[src/hw/rtl/twra_pkg.sv]
// shared types and constants for the three-wire register access master
// no dependencies; used by every module of the block
`default_nettype none

package twra_pkg;

    // serial frame geometry
    localparam int DATA_BITS  = 16;
    localparam int ADDR_BITS  = 8;
    localparam int SHIFT_BITS = ADDR_BITS + DATA_BITS;
    localparam int BIT_IDX_W  = $clog2(SHIFT_BITS);
    localparam int ADDR_W     = 7;
    localparam int TICK_W     = 8;

    // stream word widths
    localparam int S_TDATA_W  = 24;
    localparam int S_TUSER_W  = 2;
    localparam int M_TDATA_W  = 24;

    localparam logic [TICK_W-1:0] HALF_PERIOD_RESET = 8'd10;
    localparam int                QUEUE_DEPTH_DEF   = 4;

    // request codes on the input kind lane
    localparam logic [S_TUSER_W-1:0] CMD_TICK  = 2'd0;
    localparam logic [S_TUSER_W-1:0] CMD_WRITE = 2'd1;
    localparam logic [S_TUSER_W-1:0] CMD_READ  = 2'd2;

    typedef enum logic [1:0] {
        KIND_TICK  = 2'd0,
        KIND_WRITE = 2'd1,
        KIND_READ  = 2'd2
    } kind_t;

    typedef enum logic [4:0] {
        PH_IDLE = 5'b00001,
        PH_SEND = 5'b00010,
        PH_GAP  = 5'b00100,
        PH_RECV = 5'b01000,
        PH_DONE = 5'b10000
    } phase_t;

    // one classified word waiting for the engine
    typedef struct packed {
        kind_t                 kind;
        logic [SHIFT_BITS-1:0] load_word;
        logic                  sda_in;
    } item_t;

    // pin levels and status of one tick
    typedef struct packed {
        logic [DATA_BITS-1:0] read_data;
        logic                 done_res;
        logic                 busy_res;
        logic                 cs_n;
        logic                 sda_drive;
        logic                 sda_out;
        logic                 scl;
    } res_t;

endpackage

`default_nettype wire

[src/hw/rtl/three_wire_register_access_master_unit.sv]
// three-wire register access master: one input word is one tick of the serial engine
// path from input accept to result valid: a queue slot, then the result register
// throughput: 1 word per cycle while the output is not stalled; the engine advances one tick per popped word
// reset: synchronous active-low aresetn; engine idle, no result valid, half_period 10, queue empty
// depends on twra_pkg, twra_front, twra_queue, twra_engine
`default_nettype none

module three_wire_register_access_master_unit #(
    parameter int QUEUE_DEPTH = twra_pkg::QUEUE_DEPTH_DEF   // words between front and engine
) (
    input  wire logic                           aclk,
    input  wire logic                           aresetn,

    // half_period register write
    input  wire logic                           cfg_we,
    input  wire logic [twra_pkg::TICK_W-1:0]    cfg_wdata,

    // request words
    input  wire logic                           s_axis_tvalid,
    output logic                                s_axis_tready,
    // reg_addr[6:0], write_data[22:7], sda_in[23]
    input  wire logic [twra_pkg::S_TDATA_W-1:0] s_axis_tdata,
    // cmd[1:0]
    input  wire logic [twra_pkg::S_TUSER_W-1:0] s_axis_tuser,

    // pin and status words
    output logic                                m_axis_tvalid,
    input  wire logic                           m_axis_tready,
    // scl[0], sda_out[1], sda_drive[2], cs_n[3], busy_res[4], read_data[20:5], zero[23:21]
    output logic [twra_pkg::M_TDATA_W-1:0]      m_axis_tdata,
    // done_res: end of an access
    output logic                                m_axis_tlast
);

    twra_pkg::item_t front_item;
    twra_pkg::item_t eng_item;
    twra_pkg::res_t  eng_res;
    logic            front_push;
    logic            q_ready;
    logic            q_valid;
    logic            q_pop;

    // front end: decode the request kind and prepare the shift word
    twra_front u_front (
        .s_tvalid (s_axis_tvalid),
        .s_tready (s_axis_tready),
        .s_tdata  (s_axis_tdata),
        .s_tuser  (s_axis_tuser),
        .q_ready  (q_ready),
        .q_push   (front_push),
        .q_item   (front_item)
    );

    // decoupling queue so input and output stalls stay independent
    twra_queue #(
        .DEPTH (QUEUE_DEPTH)
    ) u_queue (
        .aclk       (aclk),
        .aresetn    (aresetn),
        .push       (front_push),
        .push_item  (front_item),
        .push_ready (q_ready),
        .pop        (q_pop),
        .pop_valid  (q_valid),
        .pop_item   (eng_item)
    );

    // serial engine with its output register; pops a word whenever the
    // result register is free or being drained
    twra_engine u_engine (
        .aclk      (aclk),
        .aresetn   (aresetn),
        .cfg_we    (cfg_we),
        .cfg_wdata (cfg_wdata),
        .q_valid   (q_valid),
        .q_item    (eng_item),
        .q_pop     (q_pop),
        .m_valid   (m_axis_tvalid),
        .m_ready   (m_axis_tready),
        .m_res     (eng_res)
    );

    // pack the result word, lowest field first
    assign m_axis_tdata = {3'b000, eng_res.read_data, eng_res.busy_res, eng_res.cs_n,
                           eng_res.sda_drive, eng_res.sda_out, eng_res.scl};
    assign m_axis_tlast = eng_res.done_res;

endmodule

`default_nettype wire

[src/hw/rtl/twra_front.sv]
// front end: decodes the request kind and builds the left-aligned shift word
// depends on twra_pkg
`default_nettype none

module twra_front (
    input  wire logic                           s_tvalid,
    output logic                                s_tready,
    input  wire logic [twra_pkg::S_TDATA_W-1:0] s_tdata,
    input  wire logic [twra_pkg::S_TUSER_W-1:0] s_tuser,
    input  wire logic                           q_ready,
    output logic                                q_push,
    output twra_pkg::item_t                     q_item
);

    logic [twra_pkg::ADDR_W-1:0]    reg_addr;
    logic [twra_pkg::DATA_BITS-1:0] write_data;

    assign reg_addr   = s_tdata[twra_pkg::ADDR_W-1:0];
    assign write_data = s_tdata[twra_pkg::ADDR_W +: twra_pkg::DATA_BITS];

    assign s_tready = q_ready;
    assign q_push   = s_tvalid & q_ready;

    always_comb begin
        q_item.sda_in = s_tdata[twra_pkg::ADDR_W + twra_pkg::DATA_BITS];
        case (s_tuser)
            twra_pkg::CMD_WRITE: begin
                q_item.kind      = twra_pkg::KIND_WRITE;
                q_item.load_word = {1'b0, reg_addr, write_data};
            end
            twra_pkg::CMD_READ: begin
                // address byte with the read flag, left-aligned
                q_item.kind      = twra_pkg::KIND_READ;
                q_item.load_word = {1'b1, reg_addr, {twra_pkg::DATA_BITS{1'b0}}};
            end
            default: begin
                q_item.kind      = twra_pkg::KIND_TICK;
                q_item.load_word = '0;
            end
        endcase
    end

endmodule

`default_nettype wire

[src/hw/rtl/twra_queue.sv]
// short word queue between front end and serial engine
// depends on twra_pkg
`default_nettype none

module twra_queue #(
    parameter int DEPTH = twra_pkg::QUEUE_DEPTH_DEF
) (
    input  wire logic            aclk,
    input  wire logic            aresetn,
    input  wire logic            push,
    input  wire twra_pkg::item_t push_item,
    output logic                 push_ready,
    input  wire logic            pop,
    output logic                 pop_valid,
    output twra_pkg::item_t      pop_item
);

    localparam int PTR_W = (DEPTH > 1) ? $clog2(DEPTH) : 1;
    localparam int CNT_W = $clog2(DEPTH + 1);
    localparam logic [PTR_W-1:0] LAST_PTR = PTR_W'(DEPTH - 1);
    localparam logic [CNT_W-1:0] FULL_CNT = CNT_W'(DEPTH);

    twra_pkg::item_t  slots_reg [DEPTH];
    logic [PTR_W-1:0] wr_ptr_reg, wr_ptr_next;
    logic [PTR_W-1:0] rd_ptr_reg, rd_ptr_next;
    logic [CNT_W-1:0] count_reg, count_next;
    logic             do_push, do_pop;

    assign push_ready = (count_reg != FULL_CNT);
    assign pop_valid  = (count_reg != '0);
    assign pop_item   = slots_reg[rd_ptr_reg];
    assign do_push    = push & push_ready;
    assign do_pop     = pop & pop_valid;

    always_comb begin
        wr_ptr_next = wr_ptr_reg;
        rd_ptr_next = rd_ptr_reg;
        count_next  = count_reg;
        if (do_push) begin
            wr_ptr_next = (wr_ptr_reg == LAST_PTR) ? '0 : wr_ptr_reg + 1'b1;
        end
        if (do_pop) begin
            rd_ptr_next = (rd_ptr_reg == LAST_PTR) ? '0 : rd_ptr_reg + 1'b1;
        end
        case ({do_push, do_pop})
            2'b10:   count_next = count_reg + 1'b1;
            2'b01:   count_next = count_reg - 1'b1;
            default: count_next = count_reg;
        endcase
    end

    always_ff @(posedge aclk) begin
        if (!aresetn) begin
            wr_ptr_reg <= '0;
            rd_ptr_reg <= '0;
            count_reg  <= '0;
        end else begin
            wr_ptr_reg <= wr_ptr_next;
            rd_ptr_reg <= rd_ptr_next;
            count_reg  <= count_next;
        end
    end

    always_ff @(posedge aclk) begin
        if (do_push) begin
            slots_reg[wr_ptr_reg] <= push_item;
        end
    end

endmodule

`default_nettype wire

[src/hw/rtl/twra_engine.sv]
// back end: bit-serial three-wire engine, one tick per word, registered result
// depends on twra_pkg
`default_nettype none

module twra_engine (
    input  wire logic                        aclk,
    input  wire logic                        aresetn,
    input  wire logic                        cfg_we,
    input  wire logic [twra_pkg::TICK_W-1:0] cfg_wdata,
    input  wire logic                        q_valid,
    input  wire twra_pkg::item_t             q_item,
    output logic                             q_pop,
    output logic                             m_valid,
    input  wire logic                        m_ready,
    output twra_pkg::res_t                   m_res
);

    localparam int BW = twra_pkg::BIT_IDX_W;
    localparam int TW = twra_pkg::TICK_W;
    localparam logic [BW-1:0] WR_LAST   = BW'(twra_pkg::SHIFT_BITS - 1);
    localparam logic [BW-1:0] RD_LAST   = BW'(twra_pkg::ADDR_BITS - 1);
    localparam logic [BW-1:0] RECV_LAST = BW'(twra_pkg::DATA_BITS - 1);

    logic [TW-1:0]                   half_period_reg;
    twra_pkg::phase_t                phase_reg, phase_next;
    logic [BW-1:0]                   bit_index_reg, bit_index_next;
    logic [TW-1:0]                   tick_reg, tick_next;
    logic [twra_pkg::SHIFT_BITS-1:0] out_shift_reg, out_shift_next;
    logic [twra_pkg::DATA_BITS-1:0]  in_shift_reg, in_shift_next;
    logic                            is_read_reg, is_read_next;
    logic                            clk_lvl_reg, clk_lvl_next;
    logic                            m_valid_reg;
    twra_pkg::res_t                  m_res_reg, res;

    logic [TW-1:0] hp;
    logic [TW-1:0] tick_inc;
    logic          half_end;
    logic [BW-1:0] last_bit;
    logic [BW-1:0] send_idx;
    logic          step;

    assign step     = q_valid & (~m_valid_reg | m_ready);
    assign q_pop    = step;
    assign m_valid  = m_valid_reg;
    assign m_res    = m_res_reg;
    assign hp       = (half_period_reg == '0) ? TW'(1) : half_period_reg;

    always_comb begin
        phase_next     = phase_reg;
        bit_index_next = bit_index_reg;
        tick_next      = tick_reg;
        out_shift_next = out_shift_reg;
        in_shift_next  = in_shift_reg;
        is_read_next   = is_read_reg;
        clk_lvl_next   = clk_lvl_reg;

        res           = '0;
        res.cs_n      = 1'b1;

        // start of an access, only from idle
        if (phase_reg == twra_pkg::PH_IDLE && q_item.kind != twra_pkg::KIND_TICK) begin
            is_read_next   = (q_item.kind == twra_pkg::KIND_READ);
            out_shift_next = q_item.load_word;
            in_shift_next  = '0;
            bit_index_next = '0;
            tick_next      = '0;
            clk_lvl_next   = 1'b0;
            phase_next     = twra_pkg::PH_SEND;
        end

        tick_inc = tick_next + 1'b1;
        half_end = (tick_inc >= hp);
        last_bit = is_read_next ? RD_LAST : WR_LAST;
        send_idx = WR_LAST - bit_index_next;

        case (phase_next)
            twra_pkg::PH_SEND: begin
                res.scl       = clk_lvl_next;
                res.sda_out   = out_shift_next[send_idx];
                res.sda_drive = 1'b1;
                res.cs_n      = 1'b0;
                res.busy_res  = 1'b1;
                tick_next     = half_end ? '0 : tick_inc;
                if (half_end) begin
                    clk_lvl_next = ~clk_lvl_next;
                    if (clk_lvl_next == 1'b0) begin
                        // falling edge closes the bit
                        if (bit_index_next == last_bit) begin
                            bit_index_next = '0;
                            phase_next     = is_read_next ? twra_pkg::PH_GAP
                                                          : twra_pkg::PH_DONE;
                        end else begin
                            bit_index_next = bit_index_next + 1'b1;
                        end
                    end
                end
            end
            twra_pkg::PH_GAP: begin
                // last address bit stays on the pin during turnaround
                res.sda_out   = out_shift_next[twra_pkg::DATA_BITS];
                res.sda_drive = 1'b1;
                res.cs_n      = 1'b0;
                res.busy_res  = 1'b1;
                tick_next     = half_end ? '0 : tick_inc;
                if (half_end) begin
                    clk_lvl_next   = 1'b0;
                    bit_index_next = '0;
                    phase_next     = twra_pkg::PH_RECV;
                end
            end
            twra_pkg::PH_RECV: begin
                res.scl      = clk_lvl_next;
                res.cs_n     = 1'b0;
                res.busy_res = 1'b1;
                if (clk_lvl_next && tick_next == '0) begin
                    in_shift_next = {in_shift_next[twra_pkg::DATA_BITS-2:0], q_item.sda_in};
                end
                tick_next = half_end ? '0 : tick_inc;
                if (half_end) begin
                    clk_lvl_next = ~clk_lvl_next;
                    if (clk_lvl_next == 1'b0) begin
                        if (bit_index_next == RECV_LAST) begin
                            bit_index_next = '0;
                            phase_next     = twra_pkg::PH_DONE;
                        end else begin
                            bit_index_next = bit_index_next + 1'b1;
                        end
                    end
                end
            end
            twra_pkg::PH_DONE: begin
                res.busy_res  = 1'b1;
                res.done_res  = 1'b1;
                res.read_data = is_read_next ? in_shift_next : '0;
                tick_next     = '0;
                clk_lvl_next  = 1'b0;
                phase_next    = twra_pkg::PH_IDLE;
            end
            default: begin
            end
        endcase
    end

    always_ff @(posedge aclk) begin
        if (!aresetn) begin
            half_period_reg <= twra_pkg::HALF_PERIOD_RESET;
        end else if (cfg_we) begin
            half_period_reg <= cfg_wdata;
        end
    end

    always_ff @(posedge aclk) begin
        if (!aresetn) begin
            phase_reg     <= twra_pkg::PH_IDLE;
            bit_index_reg <= '0;
            tick_reg      <= '0;
            out_shift_reg <= '0;
            in_shift_reg  <= '0;
            is_read_reg   <= 1'b0;
            clk_lvl_reg   <= 1'b0;
            m_valid_reg   <= 1'b0;
        end else begin
            if (step) begin
                phase_reg     <= phase_next;
                bit_index_reg <= bit_index_next;
                tick_reg      <= tick_next;
                out_shift_reg <= out_shift_next;
                in_shift_reg  <= in_shift_next;
                is_read_reg   <= is_read_next;
                clk_lvl_reg   <= clk_lvl_next;
                m_valid_reg   <= 1'b1;
            end else if (m_ready) begin
                m_valid_reg   <= 1'b0;
            end
        end
    end

    always_ff @(posedge aclk) begin
        if (step) begin
            m_res_reg <= res;
        end
    end

endmodule

`default_nettype wire

[config.mk]
export PLATFORM = sky130hd
export DESIGN_NAME = three_wire_register_access_master_unit
export DESIGN_NICKNAME = d
export VERILOG_FILES = /design/src/hw/rtl/twra_pkg.sv /design/src/hw/rtl/three_wire_register_access_master_unit.sv /design/src/hw/rtl/twra_front.sv /design/src/hw/rtl/twra_queue.sv /design/src/hw/rtl/twra_engine.sv
export SDC_FILE = /design/constraint.sdc
export NUM_CORES = 1
export LEC_CHECK = 0
export BUFFER_PORTS_ARGS = -buffer_cell sky130_fd_sc_hd__buf_2
export CAP_MARGIN = 20
export CELL_PAD_IN_SITES_DETAIL_PLACEMENT = 2
export CELL_PAD_IN_SITES_GLOBAL_PLACEMENT = 2
export CORE_MARGIN = 2
export CORE_UTILIZATION = 30
export DETAILED_ROUTE_END_ITERATION = 8
export GPL_ROUTABILITY_DRIVEN = 0
export PLACE_DENSITY_LB_ADDON = 0.1
export RECOVER_POWER = 50
export SLEW_MARGIN = 40
export SYNTH_ARGS = -nofsm -noshare
export SYNTH_HDL_FRONTEND = slang
export SYNTH_HIERARCHICAL = 1
export SYNTH_SLANG_ARGS = --single-unit
[constraint.sdc]
create_clock -name aclk -period 5.3 [get_ports aclk]
set_input_delay 1.59 -clock aclk [delete_from_list [all_inputs] [get_ports aclk]]
set_output_delay 1.59 -clock aclk [all_outputs]
set_load 0.05 [all_outputs]
# Yosys cells after proc, flatten, opt, wreduce, memory -nomap -nowiden
# Memories as Yosys holds them, arrays and structs flattened. A register that Yosys moved wholly into a read port is not among the register bits.
# Cells that the tools add are included.
# word_totals
output_inout_bits,27
regBits,98
n_memories,1
ram_bits,108
# op_classes
bitwise,7
muxes,49
addsub,7
n_reduce_logical,12
order_cmp,2
eq_ne,15
# mem_list
name,depth,width,read_ports,rd_clocked_by_memory_dff,write_ports,line,text
u_queue.slots_reg,4,27,1,1,1,twra_queue.sv:23,twra_pkg::item_t slots_reg [DEPTH];
# op_table
op,count
two-way mux 5 bit,18
one-hot mux 26 bit (2 select lines),1
two-way mux 16 bit,3
two-way mux 24 bit,1
two-way mux 8 bit,3
one-hot mux 5 bit (4 select lines),1
zero test 8 bit,2
one-hot mux 8 bit (2 select lines),1
one-hot mux 5 bit (3 select lines),1
two-way mux 1 bit,12
"== test 2 bit, second input constant",5
"== test 5 x 4 -> 1 bit, second input constant",2
"adder 8 x 1 -> 8 bit, second input constant",1
greater-or-equal comparator 8 bit,1
two-way mux 2 bit,4
"less-than comparator 5 x 6 -> 1 bit, second input constant",1
one-hot mux 3 bit (2 select lines),1
nonzero test 2 bit,3
"adder 5 x 1 -> 5 bit, second input constant",1
binary-select mux 1 bit (select 5 bit),1
"== test 5 x 1 -> 1 bit, second input constant",1
"== test 5 x 2 -> 1 bit, second input constant",1
"== test 5 x 3 -> 1 bit, second input constant",1
== test 5 bit,1
18 further kinds,25

# Longest topological paths before layout
# Gate-level depths: netlist of the first run.
# logic_depth
ltp_word,9
depth_mapped,21
depth_no_buf,18

# By module
# The synthesis of the first run kept the hierarchy.
# by_module_without_submodules
module,seq_area_each_um2,n_inst,area_each_um2,cells_each
twra_queue,3423.3,1,4398.0,197
twra_engine,2042.0,1,4384.2,480
twra_front,0.0,1,280.3,36
three_wire_register_access_master_unit,0.0,1,26.3,4

# Least setup slack after synthesis of the first run
# OpenSTA, ideal clock, no wires.
# synth_timing
kind,register to register
from,register with a tool-made name
to,register u_engine.clk_lvl_reg
stages_incl_launch_ff,21
arrival_ns,4.621
t_required_ns,5.171
path_slack_ns,0.550
path_cell_list,dfxtp_1 buf_2 buf_6 mux4_2 nor2_1 or3_1 buf_2 and2_1 ha_1 nand3_1 xor2_1 nor2_1 ha_1 nand4_1 o311a_1 nor2_1 inv_1 ha_1 a21oi_1 a2111oi_0 nor2_1
# synth_lines
item,line,text
to (signal assigned),twra_engine.sv:170,clk_lvl_reg <= clk_lvl_next;
to (decl),twra_engine.sv:31,"logic clk_lvl_reg, clk_lvl_next;"

==> summary.md, run 1 <==
| Metric | Value |
|---|---|
| Most frequent CP cell | nor2_1 |
| CTS tree | yes |
| Number of synthesized flops with an enable pin | 130 |
| Ys async rst share | 0% |
| Clock slew at reported path FFs | 0.06 ns |
| Critical Path Max Stage Delay | 0.56 ns |
| Lkg Pwr | 3.82 nW |
| Vias per Instance | 4.95 |
| Area share of the largest cell type after synthesis | 43.0% |
| VDD IR-drop max | 0.233 mV |
| CTS Buf Count | 25 |
| Crit path max fanout | 10 |
| CTS Buffer Depth | 3 |
| Failing checks | max-capacitance violations, max-slew violations |
| Pre-antenna DRT Iters | 4 |
| Worst hold path type | reg2reg |
| Crit path capture type | register |
| Fmax | 0.217 GHz |
| Routed Antenna Nets | 0 |
| Ys flop type | edfxtp_1 |
| Leading cell type in the layout, fill and taps excluded | edfxtp_1 |
| Via count | 5850 |
| Layout Skew | 0.0114 ns |
| Port Buf Inserts | 62 |
| Critical path buffers and inverters | 3 |
| Vias in the first global route | 6532 |
| Seq. cell area | 5470 µm² |
| Max Slew Vio Count | 116 |
| Top post-synthesis cells by area | edfxtp_1 (43%), dfxtp_1 (17%), mux4_2 (7.7%), ha_1 (3.3%), nand2_1 (3.0%) |
| Syn Inst Count | 717 |
| Antenna violations before repair | 0 |
| Global route overflow | 0 |
| WS Path Type | reg2reg |
| Cell Pwr Density | 542 nW/µm² |
| Slew margin rel. | -12.7% |
| Setup TNS | 0 ns |
| Clk root buf | clkbuf_16 |
| Outcome | finished with violations |
| RSZ-0062 raised after global routing | false |
| Yosys reg bits | 208 |
| Tot Pwr | 5.72 mW |
| Clock sinks | 208 |
| Total Routing Usage GR | 15.0% |
| Post-layout min period | 4.61 ns |
| Worst Tran Pin Value | 1.69 ns |
| Req. time, crit path | 5.70 ns |
| Most frequent cells in the layout | edfxtp_1 (130), dfxtp_1 (77), nand2_1 (72), nor2_1 (64), buf_2 (58) |
| Nets@finish | 839 |
| Area occupied by multi-input gates | 3250 µm² |
| Critical Path Source Type | register |
| Largest net degree at the start of global routing | 34 |
| Worst path slowest cell | mux4_2 |
| Top delay family on crit path | compound AO/OA/AOI/OAI gates |
| Crit path cell chain | mux4_2 > nor2_1 > buf_4 > or3_1 > and2_1 > ha_1 > nand3_1 > xor2_1 > nor2_1 > ha_1 > a211o_1 > o211ai_1 > o311a_1 > nor2_1 > buf_4 > inv_1 > ha_1 > a21oi_1 > a2111oi_0 > nor2_1 |
| DRT iter0 DRCs | 269 |
| Fill cells | 3066 |
| Period utilisation layout | 87.0% |
| Mean Syn Cell Area | 12.7 µm² |
| Final hold vios | 0 |
| Setup Buffers After CTS | 0 |
| Sequential area share after synthesis | 60.1% |
| Die X | 178 µm |
| DR WL met2 | 11700 µm |
| Core region area | 29700 µm² |
| Final-report setup violation count | 0 |
| Detailed Place HPWL | 15400 µm |
| Post-synth cell types | 74 |
| Max reg flops | 108 |
| Starting density of the core | 30.6% |
| M1 wire length | 10200 µm |
| Area grow syn2layout | 16.1% |
| N_diodes | 0 |
| Final wirelength | 23200 µm |
| Htree depth | 1 |
| Arrival @ worst endpoint | 5.01 ns |
| Die area | 31700 µm² |
| Yosys warns | 6 |
| I/O pins | 66 |
| Post-synth top area cell | edfxtp_1 |
| Post-CTS Resized | 0 |
| Rows | 63 |
| DRC | 0 |
| Hold-fix buffers, CTS | 0 |
| Layout cells sized above 1 | 19.2% |
| Post-Syn Area | 9090 µm² |
| Met3 wire length | 722 µm |
| Uppermost layer routed | met4 |
| Die height | 178 µm |
| Wire per inst | 19.6 µm |
| Worst skew pair latency | 0.53 ns |
| Global-route wire length before repair | 37000 µm |
| Max-Cap Viols | 4 |
==> metrics by stage <==
stage | utilization (%) | worst slack (ns) | cell area, µm² | std cells | hold slack, ns
2_1_floorplan | - | 0.550 | 9100 | 719 | 0.433
3_3_place_gp | 32.8 | 0.836 | 9730 | 1136 | 0.445
3_5_place_dp | 32.9 | 0.630 | 9770 | 1137 | 0.455
4_1_cts | 35.6 | 0.599 | 10600 | 1182 | 0.464
5_1_grt | 35.5 | 0.215 | 10600 | 1183 | 0.489
6_report | 35.5 | 0.691 | 10600 | 1183 | 0.459
==> synthesized netlist by cell type, types with 3 or more instances <==
master and number:
mux4_2 31, or3_1 3, buf_6 5, clkbuf_1 21, o21ai_0 8, xnor2_1 4
nor2_1 64, buf_2 7, a22oi_1 25, and3_2 4, nor4_1 4, nor3_1 5
dfxtp_1 78, nand2_1 72, nand4_1 5, o32ai_1 3, xor2_1 7, ha_1 24
nand2b_1 4, nand3_1 16, edfxtp_1 130, and3_1 20, buf_4 11, inv_1 28
and2_1 18, mux2i_1 12, o211ai_1 6, and2_2 12, a21oi_1 31
==> metal layers <==
metal | vias to the layer above | track usage [%]
met5 | - | 0
met4 | 0 | 3.89
met3 | 31 | 2.09
met2 | 96 | 26.8
met1 | 2981 | 19.1
li1 | 2742 | -
==> worst register-to-register path: stages (launching register included) <==
cell       delay (ns)
dfxtp_2          0.54
mux4_2           0.57
nor2_1           0.14
buf_4            0.17
or3_1            0.19
and2_1           0.20
ha_1             0.22
nand3_1          0.11
xor2_1           0.15
nor2_1           0.19
ha_1             0.29
a211o_1          0.26
o211ai_1         0.09
o311a_1          0.24
nor2_1           0.07
buf_4            0.17
inv_1            0.19
ha_1             0.17
a21oi_1          0.04
a2111oi_0        0.37
nor2_1           0.09
==> power breakdown <==
group	total [mW]	switching [mW]	internal, mW	leakage (nW)
logic	1.77	1.21	0.560	1.56
clock network	1.69	0.671	1.02	0.395
registers	2.25	0.168	2.09	1.87
==> cell families after synthesis <==
logic type      after synthesis  share of synthesized area, %
xor+xnor                     11                          1.06
other cells                   1                        0.0413
mux                          45                          9.25
simple gates                246                          13.6
flops                       208                          60.1
buf+inv                      75                          4.06
compound gates              106                          8.32
fa+ha+maj                    25                          3.52
==> final cells by class <==
type / instances / share of cell area [%]
clock inverters: 16 / 1.54
well taps: 390 / 4.63
flip-flops and latches: 208 / 51.8
inverters: 29 / 1.03
clock buffers: 29 / 6.17
repair buffers: 75 / 3.97
multi-input cells: 436 / 30.8
==> path summary, 6_finish.rpt <==
| check | startpoint | to | slack (ns) | cells after the start |
|---|---|---|---|---|
| min reg2reg | u_engine/out_shift_reg[12] | u_engine/out_shift_reg[12] | 0.46 | 2 |
| max | register | u_engine/clk_lvl_reg | 0.69 | 20 |
| min | u_engine/out_shift_reg[12] | u_engine/out_shift_reg[12] | 0.46 | 2 |
| max reg2reg | register | u_engine/clk_lvl_reg | 0.69 | 20 |
Note: power is estimated with default switching activity, not from simulation.
==> run 2, diff against run 1 <==
clock period = 5 ns   (was 5.3 ns; I/O delays follow)
==> run 2 against run 1 <==
  * The flow still finishes with violations (max-capacitance violations, max-slew violations)
  * Worst setup slack got worse by 0.15 ns
  * Routed wire length fell by 0.62%
  * Die area is the same
  * Clock power rose by 11%
  * Sequential cell count did not move
  * Total power increased by 7.5%
  * Sequential power grew 6%
  * Count of clock-buffer cells in the layout increased by 1
  * Critical path depth unchanged
  * Critical path type unchanged
==> summary.md, run 2 (same netlist as run 1, synthesis figures left out) <==
| Metric | Value |
|---|---|
| Post-layout min period | 4.46 ns |
| CTS Buf Count | 25 |
| Total Routing Usage GR | 14.9% |
| Crit path max fanout | 8 |
| Fmax | 0.224 GHz |
| Most frequent cells in the layout | edfxtp_1 (130), dfxtp_1 (78), nand2_1 (72), nor2_1 (64), buf_2 (59) |
| Layout cells sized above 1 | 21.0% |
| Slew margin rel. | -14.2% |
| Met2 GRT Util | 26.7% |
| I/O pins | 66 |
| Cell Count, Final, Fillers Out | 1185 |
| Crit path cell chain | mux4_2 > nor2_1 > buf_4 > or3_1 > and2_1 > ha_1 > nand3_1 > xor2_1 > nor2_1 > ha_1 > a211o_1 > o211ai_1 > o311a_1 > nor2_1 > buf_4 > inv_1 > ha_1 > a21oi_1 > a2111oi_0 > nor2_1 |
| Comb pwr share | 30.8% |
| WP depth | 20 |
| Via count | 5876 |
| Worst hold path type | reg2reg |
| Reported net switching power | 2.18 mW |
| Met3 Usage GRT | 1.85% |
| Leading cell type in the layout, fill and taps excluded | edfxtp_1 |
| Max-Cap Viols | 5 |
| RSZ-0062 raised after global routing | false |
| Layout Skew | 0.0116 ns |
| Final Core Density | 35.7% |
| Pre-antenna DRT Iters | 4 |
| Grt peak-use layer | met2 |
| Max reg flops | 108 |
| Critical path buffers and inverters | 3 |
| DRC | 0 |
| Vias in the first global route | 6498 |
| Antenna violations before repair | 0 |
| Cell Pwr Density | 581 nW/µm² |
| Hold Crit Start | u_engine/out_shift_reg[2] |
| Setup Buffers After CTS | 0 |
| Vias per Instance | 4.96 |
| Outcome | finished with violations |
| Post-route cell area | 10600 µm² |
| Die height | 178 µm |
| VDD IR-drop max | 0.217 mV |
| Global-route wire length before repair | 36500 µm |
| Crit path capture type | register |
| Final hold vios | 0 |
| Lkg Pwr | 3.86 nW |
| P_int | 3.97 mW |
| Critical Path Max Stage Delay | 0.55 ns |
| Top delay family on crit path | compound AO/OA/AOI/OAI gates |
| Worst Tran Pin Value | 1.71 ns |
| N_diodes | 0 |
| Core region area | 29700 µm² |
| CTS tree | yes |
| Grt met1 use | 18.9% |
| Largest net degree at the start of global routing | 60 |
| Worst skew pair latency | 0.53 ns |
| Area grow syn2layout | 16.6% |
| Period utilisation layout | 89.3% |
| Req. time, crit path | 5.40 ns |
| Placed Area | 9750 µm² |
| Clock power share | 30.6% |
| Arrival @ worst endpoint | 4.87 ns |
| Sequential share of power | 38.7% |
| Die area | 31700 µm² |
| Global route overflow | 0 |
| WS Path Type | reg2reg |
| RR Endpoint | u_engine/clk_lvl_reg |
| Most frequent CP cell | nor2_1 |
| Rows | 63 |
| Switching Fraction | 35.4% |
| R2R Setup Slk | 0.54 ns |
| Final wirelength | 23100 µm |
| Clk root buf | clkbuf_16 |
| Setup TNS | 0 ns |
| Detailed Place HPWL | 15000 µm |
| Final-report setup violation count | 0 |
| Post-CTS Resized | 0 |
| Clock sinks | 208 |
| Placed cell count | 1138 |
| Starting density of the core | 30.6% |
| Port Buf Inserts | 62 |
| Max Slew Vio Count | 144 |
| Worst r2r path cells | 20 |
| Hold-fix buffers, CTS | 0 |
| WHS | 0.455 ns |
| CTS Buffer Depth | 3 |
| Post-route setup slack | 0.537 ns |
| Failing checks | max-capacitance violations, max-slew violations |
| DRT iter0 DRCs | 180 |
| Nets@finish | 840 |
| Dpl ws | 0.584 ns |
| Wire per inst | 19.5 µm |
| Die X | 178 µm |
| Critical Path Source Type | register |
| Clock slew at reported path FFs | 0.06 ns |
| Worst setup path end | u_engine/clk_lvl_reg |
| Routed Antenna Nets | 0 |
| Htree depth | 1 |
| Worst path slowest cell | mux4_2 |
| Tot Pwr | 6.15 mW |
## run 2: cell count changes in the layout (fill, tap and decap cells not counted), moves of 2 or more
cell / before / now
clkinv_1: 9 / 3
clkinv_2: 3 / 6
and2_2: 4 / 12
clkinvlp_4: 1 / 3
and2_0: 14 / 5
## run 2: layer usage
layer  vias to the layer above  part of all wire [%]
li1                       2751                     -
met2                        93                    50
met1                      3001                    45
met5                         -                     0
met3                        31                   2.9
met4                         0                   2.4
## run 2: layout make-up
type | instances | area [µm²]
Fill cell | 3099 | 19100
Sequential cell | 208 | 5470
Inverter | 29 | 109
Clock buffer | 30 | 664
Tap cell | 390 | 488
Multi-Input combinational cell | 436 | 3260
Clock inverter | 16 | 200
Timing Repair Buffer | 76 | 408
## run 2: worst min-delay path, cell delays in order (launching register included)
cell and delay (ns):
dfxtp_1 0.31, nand2_1 0.05, a21oi_1 0.05
## run 2: power by group through the flow
stage / combinational, mW / clock [mW] / sequential [mW]
2_1_floorplan: 1.14 / 0 / 2.64
3_3_place_gp: 1.90 / 0 / 2.39
3_5_place_dp: 1.94 / 0 / 2.42
4_1_cts: 1.95 / 1.95 / 2.38
5_1_grt: 2.08 / 2.01 / 2.42
6_report: 1.89 / 1.88 / 2.38
## run 2: how the worst min path moves through the flow
stage / end / cells past startpoint
finish: u_engine/out_shift_reg[2] / 2
global route: u_engine/out_shift_reg[1] / 2
global placement: u_engine/out_shift_reg[19] / 2
CTS: u_engine/out_shift_reg[2] / 2
detailed placement: u_engine/out_shift_reg[2] / 2
floorplan: u_engine/out_shift_reg[8] / 2
==> run 3, diff against run 2 <==
CORE_UTILIZATION = 42   (was 30)
CTS_CLUSTER_DIAMETER = 120   (was default)
==> run 3 against run 2 <==
  * The run still ends with max-capacitance violations, max-slew violations left
  * Total power shrank 2.7%
  * Critical path depth shrank 3
  * Clock power is 8% lower
  * Cell count is 10% lower
  * Non-clock buffer count shrank 1
  * First-iteration DRC count up 50%
  * Combinational power barely moved
  * Fmax grew 1.2%
  * Critical path type unchanged
  * Largest cell class unchanged
==> summary.md, run 3 (same netlist as run 1, synthesis figures left out) <==
| Metric | Value |
|---|---|
| Outcome | finished with violations |
| Failing checks | max-capacitance violations, max-slew violations |
| Nets@finish | 838 |
| Detailed Place HPWL | 14700 µm |
| Die area | 22800 µm² |
| Dpl ws | 0.602 ns |
| Arrival @ worst endpoint | 4.80 ns |
| Clock sinks | 208 |
| Wire per inst | 20.6 µm |
| Crit path cell chain | or3_1 > or3_1 > and2_1 > ha_1 > nand3_1 > xor2_1 > nor2_1 > ha_1 > nand4_1 > o311a_1 > nor2_1 > buf_4 > inv_1 > ha_1 > a21oi_1 > a2111oi_0 > nor2_1 |
| Post-CTS Resized | 0 |
| Worst skew pair latency | 0.52 ns |
| Final wirelength | 22000 µm |
| Critical Path Max Stage Delay | 0.54 ns |
| Period utilisation layout | 88.2% |
| RSZ-0062 raised after global routing | false |
| Crit path capture type | register |
| Critical path buffers and inverters | 2 |
| Top delay family on crit path | simple AND/OR/NAND/NOR gates |
| Antenna violations before repair | 0 |
| Area occupied by multi-input gates | 3240 µm² |
| Vias per Instance | 5.48 |
| Setup TNS | 0 ns |
| Fill cells | 2061 |
| Critical Path Source Type | register |
| Max reg flops | 108 |
| Global-route wire length before repair | 35500 µm |
| Starting density of the core | 43.0% |
| CTS Buffer Depth | 3 |
| CTS tree | yes |
| Setup Buffers After CTS | 0 |
| WS Path Type | reg2reg |
| Die height | 151 µm |
| Core region area | 21200 µm² |
| DRC | 0 |
| Via count | 5842 |
| Routed Antenna Nets | 0 |
| Max Slew Vio Count | 56 |
| DRT iter0 DRCs | 270 |
| Area grow syn2layout | 13.9% |
| Post-layout min period | 4.41 ns |
| Worst hold path type | reg2reg |
| Port Buf Inserts | 62 |
| Slew margin rel. | -4.95% |
| Rows | 53 |
| Total Routing Usage GR | 20.2% |
| Req. time, crit path | 5.39 ns |
| I/O pins | 66 |
| Fmax | 0.227 GHz |
| Layout cells sized above 1 | 19.3% |
| CTS Buf Count | 24 |
| WHS | 0.457 ns |
| Worst Tran Pin Value | 1.57 ns |
| Most frequent cells in the layout | edfxtp_1 (130), dfxtp_1 (77), nand2_1 (72), nor2_1 (64), buf_2 (58) |
| Layout Skew | 0.0111 ns |
| Final-report setup violation count | 0 |
| Final hold vios | 0 |
| Die X | 151 µm |
| Clock slew at reported path FFs | 0.06 ns |
| Post-route setup slack | 0.591 ns |
| Clk root buf | clkbuf_16 |
| Pre-antenna DRT Iters | 4 |
| N_diodes | 0 |
| Cell Pwr Density | 578 nW/µm² |
| Worst path slowest cell | or3_1 |
| Largest net degree at the start of global routing | 32 |
| Crit path max fanout | 8 |
| Seq. cell area | 5470 µm² |
| Htree depth | 1 |
| Placed Area | 9600 µm² |
| Post-route cell area | 10400 µm² |
| Lkg Pwr | 3.80 nW |
| Global route overflow | 0 |
| VDD IR-drop max | 0.408 mV |
| Vias in the first global route | 6537 |
| Tot Pwr | 5.99 mW |
| Leading cell type in the layout, fill and taps excluded | edfxtp_1 |
| Max-Cap Viols | 2 |
| Hold-fix buffers, CTS | 0 |
[run 3: layer usage]
layer | track usage, % | part of all wire (%)
met1 | 25.0 | 42
met2 | 36.6 | 52
met3 | 3.10 | 3.5
met4 | 5.37 | 2.0
met5 | 0 | 0
[run 3: worst register-to-register path, cell delays in order (launching register included)]
cell and delay [ns]:
dfxtp_1 0.37, or3_1 0.54, or3_1 0.49, and2_1 0.21, ha_1 0.25, nand3_1 0.13
xor2_1 0.15, nor2_1 0.08, ha_1 0.33, nand4_1 0.08, o311a_1 0.41, nor2_1 0.12
buf_4 0.16, inv_1 0.13, ha_1 0.31, a21oi_1 0.04, a2111oi_0 0.42, nor2_1 0.09
[run 3: power by group]
part	total [mW]	internal (mW)	switching, mW	leakage [nW]
sequential	2.38	2.21	0.170	1.87
clock	1.73	1.06	0.679	0.389
combinational	1.87	0.595	1.28	1.55
total	5.99	3.86	2.13	3.80
[run 3: final cells by class]
cell class,count,share of cell area [%]
Clock buffer,32,6.19
Sequential cell,208,52.8
Tap cell,275,3.32
Timing Repair Buffer,75,3.89
Inverter,29,1.05
Clock inverter,12,1.40
Multi-Input combinational cell,436,31.3
[run 3: metrics by stage]
stage	std cells	utilization, %
4_1_cts	1067	49.1
3_5_place_dp	1023	45.4
6_report	1067	48.9
5_1_grt	1067	48.9
3_3_place_gp	1023	45.4
2_1_floorplan	719	-
[run 3: path summary, 6_finish.rpt]
kind | from | end | slack [ns] | cells past startpoint
hold / removal | u_engine/out_shift_reg[11] | u_engine/out_shift_reg[11] | 0.46 | 2
hold reg to reg | u_engine/out_shift_reg[11] | u_engine/out_shift_reg[11] | 0.46 | 2
setup / recovery | u_engine/phase_reg[1] | u_engine/clk_lvl_reg | 0.59 | 17
setup reg to reg | u_engine/phase_reg[1] | u_engine/clk_lvl_reg | 0.59 | 17
